===== src/rtl/wsfp_pkg.sv =====
`timescale 1ns / 1ps
// Shared types and codes for the WebSocket frame parser and unmasker.
// No dependencies; imported by every module of the block.
package wsfp_pkg;

	localparam int LEN_W = 31;
	localparam int CFG_W = 7;

	// result kinds
	localparam logic [1:0] KIND_HEADER  = 2'd0;
	localparam logic [1:0] KIND_PAYLOAD = 2'd1;
	localparam logic [1:0] KIND_ERROR   = 2'd2;

	// error codes
	localparam logic [1:0] ERR_NONE     = 2'd0;
	localparam logic [1:0] ERR_RSV      = 2'd1;
	localparam logic [1:0] ERR_CTRL_LEN = 2'd2;
	localparam logic [1:0] ERR_TOO_BIG  = 2'd3;

	// configuration register indexes
	localparam logic REG_CONTROL_LIMIT = 1'b0;
	localparam logic REG_UNMASK_ENABLE = 1'b1;

	localparam int QUEUE_DEPTH = 4;
	localparam int QPTR_W      = $clog2(QUEUE_DEPTH);

	// one classified item from the front parser to the back end
	typedef struct packed {
		logic [1:0]       kind;
		logic             fin;
		logic [3:0]       opcode;
		logic             masked;
		logic [LEN_W-1:0] payload_length;
		logic [3:0]       hdr_bytes;
		logic [7:0]       data;
		logic [7:0]       key_byte;
		logic             last;
		logic [1:0]       error_code;
	} wsfp_cmd_t;

endpackage


===== src/rtl/wsfp_front.sv =====
`timescale 1ns / 1ps
// Front end: header parser state machine that classifies each received byte.
// Depends on wsfp_pkg; feeds wsfp_queue with wsfp_cmd_t items.
module wsfp_front import wsfp_pkg::*; (
	input  logic             clk,
	input  logic             arst_n,
	input  logic             accept,
	input  logic [7:0]       data_byte,
	input  logic             restart,
	input  logic [CFG_W-1:0] control_limit,
	output logic             cmd_valid,
	output wsfp_cmd_t        cmd
);

	localparam logic [2:0] PH_BYTE0   = 3'd0;
	localparam logic [2:0] PH_BYTE1   = 3'd1;
	localparam logic [2:0] PH_EXTLEN  = 3'd2;
	localparam logic [2:0] PH_KEY     = 3'd3;
	localparam logic [2:0] PH_PAYLOAD = 3'd4;
	localparam logic [2:0] PH_DISCARD = 3'd5;

	localparam logic [31:0] MAX_FRAME = 32'h7FFF_FFFF;

	logic [2:0]       phase_q, phase_d, ph;
	logic             fin_q, fin_d;
	logic [3:0]       opc_q, opc_d;
	logic             masked_q, masked_d;
	logic [LEN_W-1:0] len_q, len_d;
	logic             big_q, big_d;
	logic [2:0]       lcnt_q, lcnt_d;
	logic [31:0]      key_q, key_d;
	logic [1:0]       kidx_q, kidx_d;
	logic [LEN_W-1:0] rem_q, rem_d;
	logic [3:0]       hs_q, hs_d;

	logic        do_ld, do_hd, hd_last;
	logic [31:0] frame_sum;

	always_comb begin
		ph        = restart ? PH_BYTE0 : phase_q;
		phase_d   = ph;
		fin_d     = fin_q;
		opc_d     = opc_q;
		masked_d  = masked_q;
		len_d     = len_q;
		big_d     = big_q;
		lcnt_d    = lcnt_q;
		key_d     = key_q;
		kidx_d    = kidx_q;
		rem_d     = rem_q;
		hs_d      = hs_q;
		do_ld     = 1'b0;
		do_hd     = 1'b0;
		hd_last   = 1'b0;
		frame_sum = '0;
		cmd_valid = 1'b0;
		cmd       = '0;

		case (ph)
			PH_BYTE0: begin
				fin_d    = data_byte[7];
				opc_d    = data_byte[3:0];
				masked_d = 1'b0;
				if (data_byte[6:4] != 3'd0) begin
					phase_d        = PH_DISCARD;
					cmd_valid      = 1'b1;
					cmd.kind       = KIND_ERROR;
					cmd.error_code = ERR_RSV;
				end else begin
					phase_d = PH_BYTE1;
				end
			end
			PH_BYTE1: begin
				masked_d = data_byte[7];
				hs_d     = 4'd2;
				big_d    = 1'b0;
				if (data_byte[6:0] < 7'd126) begin
					len_d = {{(LEN_W-7){1'b0}}, data_byte[6:0]};
					do_ld = 1'b1;
				end else begin
					len_d = '0;
					// eight length bytes wrap to zero in the three-bit count
					lcnt_d  = (data_byte[6:0] == 7'd126) ? 3'd2 : 3'd0;
					hs_d    = (data_byte[6:0] == 7'd126) ? 4'd4 : 4'd10;
					phase_d = PH_EXTLEN;
				end
			end
			PH_EXTLEN: begin
				big_d  = big_q | (len_q[LEN_W-1:LEN_W-8] != 8'd0);
				len_d  = {len_q[LEN_W-9:0], data_byte};
				lcnt_d = lcnt_q - 3'd1;
				do_ld  = (lcnt_d == 3'd0);
			end
			PH_KEY: begin
				key_d  = {key_q[23:0], data_byte};
				kidx_d = kidx_q + 2'd1;
				do_hd  = (kidx_d == 2'd0);
			end
			PH_PAYLOAD: begin
				rem_d          = rem_q - LEN_W'(1);
				kidx_d         = kidx_q + 2'd1;
				cmd_valid      = 1'b1;
				cmd.kind       = KIND_PAYLOAD;
				cmd.payload_length = len_q;
				cmd.hdr_bytes      = hs_q;
				cmd.data       = data_byte;
				cmd.key_byte   = 8'(key_q >> {~kidx_q, 3'b000});
				cmd.last       = (rem_d == '0);
				if (rem_d == '0)
					phase_d = PH_BYTE0;
			end
			default: begin
				// drop everything until restart
			end
		endcase

		// length complete: control check first, then total frame size
		if (do_ld) begin
			if (opc_d[3] && (big_d || len_d > LEN_W'(control_limit))) begin
				phase_d        = PH_DISCARD;
				cmd_valid      = 1'b1;
				cmd.kind       = KIND_ERROR;
				cmd.error_code = ERR_CTRL_LEN;
			end else begin
				hs_d      = hs_d + (masked_d ? 4'd4 : 4'd0);
				frame_sum = {1'b0, len_d} + 32'(hs_d);
				if (big_d || frame_sum > MAX_FRAME) begin
					phase_d        = PH_DISCARD;
					cmd_valid      = 1'b1;
					cmd.kind       = KIND_ERROR;
					cmd.error_code = ERR_TOO_BIG;
				end else if (masked_d) begin
					phase_d = PH_KEY;
					kidx_d  = 2'd0;
				end else begin
					do_hd = 1'b1;
				end
			end
		end

		if (do_hd) begin
			hd_last            = (len_d == '0);
			rem_d              = len_d;
			kidx_d             = 2'd0;
			phase_d            = hd_last ? PH_BYTE0 : PH_PAYLOAD;
			cmd_valid          = 1'b1;
			cmd.kind           = KIND_HEADER;
			cmd.payload_length = len_d;
			cmd.hdr_bytes      = hs_d;
			cmd.last           = hd_last;
		end

		cmd.fin    = fin_d;
		cmd.opcode = opc_d;
		cmd.masked = masked_d;
		if (cmd.kind == KIND_ERROR)
			cmd.last = 1'b1;
	end

	always_ff @(posedge clk or negedge arst_n) begin
		if (!arst_n) begin
			phase_q  <= PH_BYTE0;
			fin_q    <= 1'b0;
			opc_q    <= 4'd0;
			masked_q <= 1'b0;
			len_q    <= '0;
			big_q    <= 1'b0;
			lcnt_q   <= 3'd0;
			key_q    <= 32'd0;
			kidx_q   <= 2'd0;
			rem_q    <= '0;
			hs_q     <= 4'd2;
		end else if (accept) begin
			phase_q  <= phase_d;
			fin_q    <= fin_d;
			opc_q    <= opc_d;
			masked_q <= masked_d;
			len_q    <= len_d;
			big_q    <= big_d;
			lcnt_q   <= lcnt_d;
			key_q    <= key_d;
			kidx_q   <= kidx_d;
			rem_q    <= rem_d;
			hs_q     <= hs_d;
		end
	end

endmodule


===== src/rtl/wsfp_queue.sv =====
`timescale 1ns / 1ps
// Short item queue between the front parser and the back end.
// Depends on wsfp_pkg for wsfp_cmd_t and the queue depth.
module wsfp_queue import wsfp_pkg::*; (
	input  logic      clk,
	input  logic      arst_n,
	input  logic      wr,
	input  wsfp_cmd_t wr_data,
	output logic      full,
	input  logic      rd,
	output wsfp_cmd_t rd_data,
	output logic      empty
);

	wsfp_cmd_t         mem [QUEUE_DEPTH];
	logic [QPTR_W-1:0] wr_ptr_q, rd_ptr_q;
	logic [QPTR_W:0]   count_q;

	assign full    = (count_q == (QPTR_W+1)'(QUEUE_DEPTH));
	assign empty   = (count_q == '0);
	assign rd_data = mem[rd_ptr_q];

	always_ff @(posedge clk) begin
		if (wr)
			mem[wr_ptr_q] <= wr_data;
	end

	always_ff @(posedge clk or negedge arst_n) begin
		if (!arst_n) begin
			wr_ptr_q <= '0;
			rd_ptr_q <= '0;
			count_q  <= '0;
		end else begin
			if (wr)
				wr_ptr_q <= wr_ptr_q + QPTR_W'(1);
			if (rd)
				rd_ptr_q <= rd_ptr_q + QPTR_W'(1);
			case ({wr, rd})
				2'b10:   count_q <= count_q + (QPTR_W+1)'(1);
				2'b01:   count_q <= count_q - (QPTR_W+1)'(1);
				default: count_q <= count_q;
			endcase
		end
	end

endmodule


===== src/rtl/wsfp_back.sv =====
`timescale 1ns / 1ps
// Back end: unmasks payload bytes, forms the frame length, holds the result register.
// Depends on wsfp_pkg; drains wsfp_queue.
module wsfp_back import wsfp_pkg::*; (
	input  logic             clk,
	input  logic             arst_n,
	input  logic             unmask_enable,
	input  logic             q_empty,
	input  wsfp_cmd_t        q_data,
	output logic             q_rd,
	input  logic             pop,
	output logic             empty,
	output logic [1:0]       kind,
	output logic             fin,
	output logic [3:0]       opcode,
	output logic             masked,
	output logic [LEN_W-1:0] payload_length,
	output logic [LEN_W-1:0] frame_length,
	output logic [7:0]       payload_byte,
	output logic             last,
	output logic [1:0]       error_code
);

	logic valid_q;
	logic xor_en;

	assign empty  = !valid_q;
	// refill when the result register is free or being taken
	assign q_rd   = !q_empty && (!valid_q || pop);
	assign xor_en = (q_data.kind == KIND_PAYLOAD) && q_data.masked && unmask_enable;

	always_ff @(posedge clk or negedge arst_n) begin
		if (!arst_n)
			valid_q <= 1'b0;
		else if (q_rd)
			valid_q <= 1'b1;
		else if (pop)
			valid_q <= 1'b0;
	end

	always_ff @(posedge clk) begin
		if (q_rd) begin
			kind           <= q_data.kind;
			fin            <= q_data.fin;
			opcode         <= q_data.opcode;
			masked         <= q_data.masked;
			payload_length <= q_data.payload_length;
			frame_length   <= (q_data.kind == KIND_ERROR) ? '0 :
				q_data.payload_length + LEN_W'(q_data.hdr_bytes);
			payload_byte   <= q_data.data ^ (xor_en ? q_data.key_byte : 8'd0);
			last           <= q_data.last;
			error_code     <= q_data.error_code;
		end
	end

endmodule


===== src/rtl/websocket_frame_parser_unmask_top.sv =====
`timescale 1ns / 1ps
// WebSocket receive-side frame parser with payload unmasking: top level.
// Depends on wsfp_pkg, wsfp_front, wsfp_queue and wsfp_back.
//
// Takes one stream byte per cycle (push while full is low) and yields at most
// one result per byte: a header result once the length and mask key are in,
// one result per payload byte, or an error, after which input is dropped until
// a byte arrives with restart set. The parser decides in the cycle a byte is
// taken; its item goes through a four-entry queue into a result register, and
// the block keeps taking one byte per cycle while pop keeps up. full rises only
// when the queue and result register are both held by a stalled reader.
// Configuration writes take effect on the next cycle and belong in idle periods.
module websocket_frame_parser_unmask_top import wsfp_pkg::*; (
	input  logic             clk,
	input  logic             arst_n,
	input  logic             push,
	output logic             full,
	input  logic [7:0]       data_byte,
	input  logic             restart,
	output logic             empty,
	input  logic             pop,
	output logic [1:0]       kind,
	output logic             fin,
	output logic [3:0]       opcode,
	output logic             masked,
	output logic [LEN_W-1:0] payload_length,
	output logic [LEN_W-1:0] frame_length,
	output logic [7:0]       payload_byte,
	output logic             last,
	output logic [1:0]       error_code,
	input  logic             cfg_wr_en,
	input  logic             cfg_addr,
	input  logic [CFG_W-1:0] cfg_wdata
);

	logic [CFG_W-1:0] control_limit_q;
	logic             unmask_enable_q;

	logic      accept;
	logic      cmd_valid;
	wsfp_cmd_t cmd;
	logic      q_rd, q_empty;
	wsfp_cmd_t q_data;

	assign accept = push && !full;

	always_ff @(posedge clk or negedge arst_n) begin
		if (!arst_n) begin
			control_limit_q <= CFG_W'(125);
			unmask_enable_q <= 1'b1;
		end else if (cfg_wr_en) begin
			case (cfg_addr)
				REG_CONTROL_LIMIT: control_limit_q <= cfg_wdata;
				REG_UNMASK_ENABLE: unmask_enable_q <= cfg_wdata[0];
				default: ;
			endcase
		end
	end

	wsfp_front u_front (
		.clk           (clk),
		.arst_n        (arst_n),
		.accept        (accept),
		.data_byte     (data_byte),
		.restart       (restart),
		.control_limit (control_limit_q),
		.cmd_valid     (cmd_valid),
		.cmd           (cmd)
	);

	wsfp_queue u_queue (
		.clk     (clk),
		.arst_n  (arst_n),
		.wr      (accept && cmd_valid),
		.wr_data (cmd),
		.full    (full),
		.rd      (q_rd),
		.rd_data (q_data),
		.empty   (q_empty)
	);

	wsfp_back u_back (
		.clk            (clk),
		.arst_n         (arst_n),
		.unmask_enable  (unmask_enable_q),
		.q_empty        (q_empty),
		.q_data         (q_data),
		.q_rd           (q_rd),
		.pop            (pop),
		.empty          (empty),
		.kind           (kind),
		.fin            (fin),
		.opcode         (opcode),
		.masked         (masked),
		.payload_length (payload_length),
		.frame_length   (frame_length),
		.payload_byte   (payload_byte),
		.last           (last),
		.error_code     (error_code)
	);

endmodule


===== config.mk =====
export PLATFORM = sky130hd
export DESIGN_NAME = websocket_frame_parser_unmask_top
export DESIGN_NICKNAME = d
export VERILOG_FILES = /design/src/rtl/wsfp_pkg.sv /design/src/rtl/wsfp_front.sv /design/src/rtl/wsfp_queue.sv /design/src/rtl/wsfp_back.sv /design/src/rtl/websocket_frame_parser_unmask_top.sv
export SDC_FILE = /design/constraint.sdc
export NUM_CORES = 1
export LEC_CHECK = 0
export ABC_CLOCK_PERIOD_IN_PS = 7400
export BUFFER_PORTS_ARGS = -buffer_cell sky130_fd_sc_hd__buf_2
export CORE_ASPECT_RATIO = 0.9
export CORE_MARGIN = 2
export CORE_UTILIZATION = 60
export CTS_CLUSTER_DIAMETER = 80
export DETAILED_ROUTE_END_ITERATION = 7
export GPL_TIMING_DRIVEN = 0
export HOLD_SLACK_MARGIN = 0.15
export PLACE_DENSITY_LB_ADDON = 0.25
export SLEW_MARGIN = 15
export SYNTH_ARGS = -nofsm -noshare
export SYNTH_HDL_FRONTEND = slang
export SYNTH_SLANG_ARGS = --single-unit

===== constraint.sdc =====
create_clock -name clk -period 7.4 [get_ports clk]
set_input_delay 1.48 -clock clk [delete_from_list [all_inputs] [get_ports clk]]
set_output_delay 1.48 -clock clk [all_outputs]
set_load 0.005 [all_outputs]

* After elaboration in Yosys (flattened, before gate mapping)
Memories as Yosys holds them, arrays and structs flattened. Cells that the tools add are included.
Word-level totals: register bits 210, RAM bits 248, bits of input ports 22, memories kept 1
Memory list:
- u_queue.mem | words 4, bits a word 62, read ports 1, clocked after Yosys merged registers in 0, wr ports 1, line wsfp_queue.sv:15 | wsfp_cmd_t mem [QUEUE_DEPTH];
Operators by class: add/sub/neg operators 10, magnitude comparators 3, eq/ne operators 12, shift-type cells 1, multiplexer cells 68, bitwise gates (word level) 4, reductions and logical operators 30
Operators with widths (number):
- 31-bit zero test | 2
- 31-bit two-way mux | 2
- 31-bit case mux with 2 select lines | 1
- 52-bit two-way mux | 1
- 3-bit two-way mux | 12
- 35-bit two-way mux | 1
- 31-bit by 4-bit adder with 32-bit output | 1
- 32-bit by 31-bit greater-than comparator with 1-bit output (second input constant) | 1
- 32-bit by 5-bit >> shifter with 8-bit output | 1
- 31-bit by 4-bit adder with 31-bit output | 1
- 31-bit by 7-bit greater-than comparator with 1-bit output | 1
- 31-bit by 1-bit subtractor with 31-bit output (second input constant) | 1
- 2-bit two-way mux | 15
- 4-bit two-way mux | 6
- 1-bit two-way mux | 20
- 3-bit case mux with 2 select lines | 2
- 3-bit zero test | 3
- 3-bit case mux with 3 select lines | 1
- 8-bit two-way mux | 1
- 1-bit case mux with 2 select lines | 4
- 2-bit AND reduction | 4
- 2-bit nonzero test | 4
- 8-bit nonzero test | 1
- 8-bit bitwise XOR | 1
- 24 further kinds | 41

* Depth between registers and ports, before layout
word-level depth 15, mapped depth 23, mapped depth without buffers 21

* Modules after synthesis
Synthesis repeated with hierarchy kept, for this count alone.
Unflattened totals: cell total of the unflattened synthesis 1434, area total of the unflattened synthesis 20761.2 sq um
By module, submodules not included:
- wsfp_queue | instances 1, cells an instance 361, area each 9419.0 sq um, seq. area each 7622.3 sq um
- wsfp_front | instances 1, cells an instance 801, area each 7419.6 sq um, seq. area each 2829.0 sq um
- wsfp_back | instances 1, cells an instance 251, area each 3555.9 sq um, seq. area each 2457.4 sq um
- websocket_frame_parser_unmask_top | instances 1, cells an instance 21, area each 366.6 sq um, seq. area each 209.0 sq um

* Worst setup path after synthesis
OpenSTA, ideal clock, no wires.
path kind input port to flip-flop, start point in restart, end point mem u_queue.mem[0][0] (netlist bit) (enable), arrival time 7.278 ns, path slack -0.361 ns, stages 14, buffers on the path 2, path through buf_2 > nor4b_1 > clkbuf_1 > nand2_1 > nand2_1 > a22o_1 > ha_1 > a21o_1 > a21oi_1 > o21ai_0 > o31a_1 > o41ai_4 > o41ai_4 > nor2_1
RTL lines:
- from (decl) | line websocket_frame_parser_unmask_top.sv:19 | input logic restart,
- 3-bit two-way mux (*) | line wsfp_front.sv:40 | ph = restart ? PH_BYTE0 : phase_q;
- 3-bit by 2-bit == test with 1-bit output / 3-bit by 1-bit == test with 1-bit output (equally long branches) | line wsfp_front.sv:59 | case (ph)
- 31-bit case mux with 2 select lines (*) | line wsfp_front.sv:59
- net u_front.len_d[3] | line wsfp_front.sv:28 | logic [LEN_W-1:0] len_q, len_d;
- 31-bit by 4-bit adder with 32-bit output | line wsfp_front.sv:126 | frame_sum = {1'b0, len_d} + 32'(hs_d);
- 32-bit by 31-bit greater-than comparator with 1-bit output | line wsfp_front.sv:127 | if (big_d || frame_sum > MAX_FRAME) begin
- 1-bit logical OR | line wsfp_front.sv:127
- 1-bit two-way mux | line wsfp_front.sv:127
- 1-bit two-way mux | line wsfp_front.sv:119 | if (opc_d[3] && (big_d || len_d > LEN_W'(control_limit))) begin
- 1-bit two-way mux | line wsfp_front.sv:118 | if (do_ld) begin
- 1-bit two-way mux (*) | line wsfp_front.sv:141 | if (do_hd) begin
- 1-bit logical AND (*) | line websocket_frame_parser_unmask_top.sv:74 | .wr (accept && cmd_valid),
- 1-bit two-way mux (*) | line wsfp_queue.sv:24 | if (wr)
- 1-bit two-way mux (not written as such) (*) | line wsfp_queue.sv:25 | mem[wr_ptr_q] <= wr_data;
- to (decl) | line wsfp_queue.sv:15
Mark *: on every way through the listed nets, which the timed path passes. The rest lies on a longest branch.

* Worst setup path after layout
start point in restart, end point mem u_queue.mem[1][35] (netlist bit) (enable)
Same word-level chain as after synthesis.

==> flow_summary.toml <==
[synthesis]
seq_area_frac_synth = 0.643
ys_types = 71
synth-main-ff-cell = "edfxtp_1"
synth_area_um2 = 20400
synthCells = 1440
syn_area_per_cell_um2 = 14.2
synth-edff-count = 329
syn_nets = 1490
synth-warning-count = 0
synth-seq-cells = 458
async_reset_ff_frac = 0.282

[drt]
drt_iter0_markers = 1323
drc = 0
ant_nets = 0
via_count = 13400
drtPass1Iterations = 6
via_per_inst = 6.35
totalWireLength_um = 49800
wl_per_cell_um = 23.7

[global_route]
grt_pass1_vias = 12900
overflow = 0
grt_usage = 0.289
grt_antenna_before_repair = 0
grt_pass1_wl_um = 76200
grt_max_degree = 69

[setup_path]
path_class = "input port to register"
crit_path_start_kind = "input port"
cp_cell_sequence = "buf_2 > nor3b_2 > buf_2 > buf_2 > nand2_1 > nand2_1 > a22o_1 > ha_1 > a21o_1 > a21oi_1 > o21ai_0 > o31a_1 > o41ai_4 > o41ai_4 > nor2_4 > buf_12 > buf_12"
cp_common_cell = "buf_2"
cp-end-kind = "register"
worstPathMaxFanout = 25
required_ps = 7650
slowest_delay_ps = 800
cpMaxStageDelayCell = "o41ai_4"
cp.arrival_ps = 7290

[cts]
cts_tree = "yes"
clock-root-buffer = "clkbuf_16"
path_clk_slew_ps = 60
cts_hold_buf = 0
clock_latency_ps = 580
post_cts_resized = 0
cts_buffer_depth = 3
cts_max_level = 2
cts.sinks = 458
cts_made_buffers = 46
post_cts_buffers = 0

[job]
drv_cap = 0

[sta]
finalHoldViolCount = 0
period_needed_ps = 7030
timing.final.crit_share = 0.950
rsz0062_at_grt = "no"
max_slew_margin = 0.230
final_max_slew_viol_count = 0
fmax_mhz = 142
fin_worst_skew_ps = 26.9
setup_viol = 0
tightest_slew_ps = 1140

[power_and_ir_drop]
peakVddDrop_v = 0.000235
leakage_nw = 8.63
powerDensity_nw_per_um2 = 393
power.total_mw = 9.14

[floorplan]
dieArea_um2 = 35500
core_area_um2 = 33700
die_h_um = 179
row_count = 64
start_util = 0.605
fp.dieW_um = 198
ios = 105

[worst_hold_path]
hold_class = "register to register"

[cells_and_area]
diodes = 0
n_fill_cell = 2314
final_common_cell = "edfxtp_1"
final_cell_mix = "329 x edfxtp_1, 121 x dfrtp_1, 118 x buf_2, 115 x nand2_1, 76 x o21ai_0"
drive_gt1_frac = 0.201
syn_to_final_growth_pct = 14.1
nets = 1655
fin_util = 0.690

[status]
status = "finished clean"

[place]
dp_hpwl_um = 33900
gp_congestion = 0.981
port_buffers = 103
final timing paths:
kind / from / to / slack (ps) / depth (start not counted)
hold reg to reg: u_front.opc_q[0] / u_front.opc_q[0] / 480 / 2
setup / recovery: restart / u_queue.mem[1][35] / 370 / 17
min in group asynchronous: arst_n / u_queue.wr_ptr_q[0] / 920 / 1
setup reg to reg: u_front.phase_q[0] / u_queue.count_q[2] / 460 / 20
max in group asynchronous: arst_n / u_front.len_q[26] / 5720 / 2
hold / removal: u_front.opc_q[0] / u_front.opc_q[0] / 480 / 2
power by group:
part	leakage [nW]	switching [mW]	internal, mW
sequential	4.78	0.301	3.59
clock	0.673	0.962	1.22
combinational	3.18	1.82	1.25
cell usage after synthesis, types with 5 or more instances:
| library cell | n | area, um2 |
|---|---|---|
| nand2_1 | 115 | 432 |
| o22a_1 | 7 | 61.3 |
| clkbuf_1 | 49 | 184 |
| or3_1 | 12 | 75.1 |
| ha_1 | 26 | 325 |
| a211oi_1 | 6 | 45.0 |
| a311oi_1 | 5 | 43.8 |
| a22oi_1 | 14 | 105 |
| a22o_1 | 55 | 482 |
| xor2_1 | 24 | 210 |
| o21ai_0 | 76 | 380 |
| nand4_1 | 13 | 81.3 |
| a21oi_1 | 52 | 260 |
| nor2_1 | 69 | 259 |
| buf_2 | 16 | 80.1 |
| buf_1 | 10 | 37.5 |
| nand3_1 | 38 | 190 |
| edfxtp_1 | 329 | 9880 |
| o22ai_1 | 6 | 37.5 |
| nor3_1 | 43 | 215 |
| o21a_1 | 10 | 75.1 |
| nand2b_1 | 12 | 75.1 |
| a2bb2oi_1 | 10 | 87.6 |
| xnor2_1 | 25 | 219 |
| mux2_2 | 41 | 462 |
| inv_1 | 31 | 116 |
| nor4_1 | 15 | 93.8 |
| and3_1 | 12 | 75.1 |
| mux4_2 | 70 | 1580 |
| and2_1 | 26 | 163 |
| nor2b_1 | 20 | 125 |
| dfstp_2 | 8 | 210 |
| a21o_1 | 7 | 52.6 |
| dfrtp_1 | 121 | 3030 |
through the flow:
stage | TNS (ps) | instance area, um2 | worst slack, ps | instances | hold slack, ps
3_3_place_gp | -1049810 | 21500 | -3910 | 2005 | 452
6_report | 0 | 23300 | 367 | 2102 | 482
3_5_place_dp | -1570 | 21900 | -36.0 | 2019 | 466
4_1_cts | 0 | 23300 | 503 | 2102 | 481
5_1_grt | 0 | 23300 | 129 | 2102 | 508
2_1_floorplan | -89520 | 20400 | -361 | 1440 | 440
routing by layer:
metal  vias to the layer above  part of all wire  track usage
li1                       5879                 -            -
met1                      6638              0.42        0.420
met2                       702              0.45        0.441
met3                       135             0.086       0.0512
met4                         0             0.038        0.114
met5                         -                 0            0
flip-flops by register name (all words and copies together) (netlist names), 3 cells and up:
register / flops
u_queue.mem: 248
u_front.key_q: 32
u_back.frame_length: 31
u_back.payload_length: 31
u_front.len_q: 31
u_front.rem_q: 31
u_back.payload_byte: 8
control_limit_q: 7
u_back.opcode: 4
u_front.hs_q: 4
u_front.opc_q: 4
u_front.lcnt_q: 3
u_front.phase_q: 3
u_queue.count_q: 3
kinds of logic after synthesis:
family | after synthesis | share of synthesized area
muxes | 114 | 0.102
AOI/OAI and AO/OA | 286 | 0.0983
xor gates and xnor gates | 49 | 0.0210
and+or+nand+nor | 394 | 0.0951
adders and majority gates | 28 | 0.0179
DFF | 458 | 0.643
buffers and inverters | 111 | 0.0225
cell type report:
cell class | count | area [um2] | share of cell area
plain buffers | 79 | 339 | 0.0146
clock inverters | 24 | 206 | 0.00887
inverters | 32 | 120 | 0.00516
repair buffers | 117 | 855 | 0.0367
clock buffers | 59 | 1200 | 0.0516
multi-input cells | 871 | 6850 | 0.295
well taps | 462 | 578 | 0.0248
flip-flops and latches | 458 | 13100 | 0.564
critical path: cells and delay by family:
kind | cells | cell delay [ps]
AO/OA/AOI/OAI | 7 | 2410
adder cells (fa/ha/maj) | 1 | 330
buffers and inverters | 5 | 1340
AND/OR/NAND/NOR | 4 | 1680
Note: power is estimated with default switching activity, not from simulation.
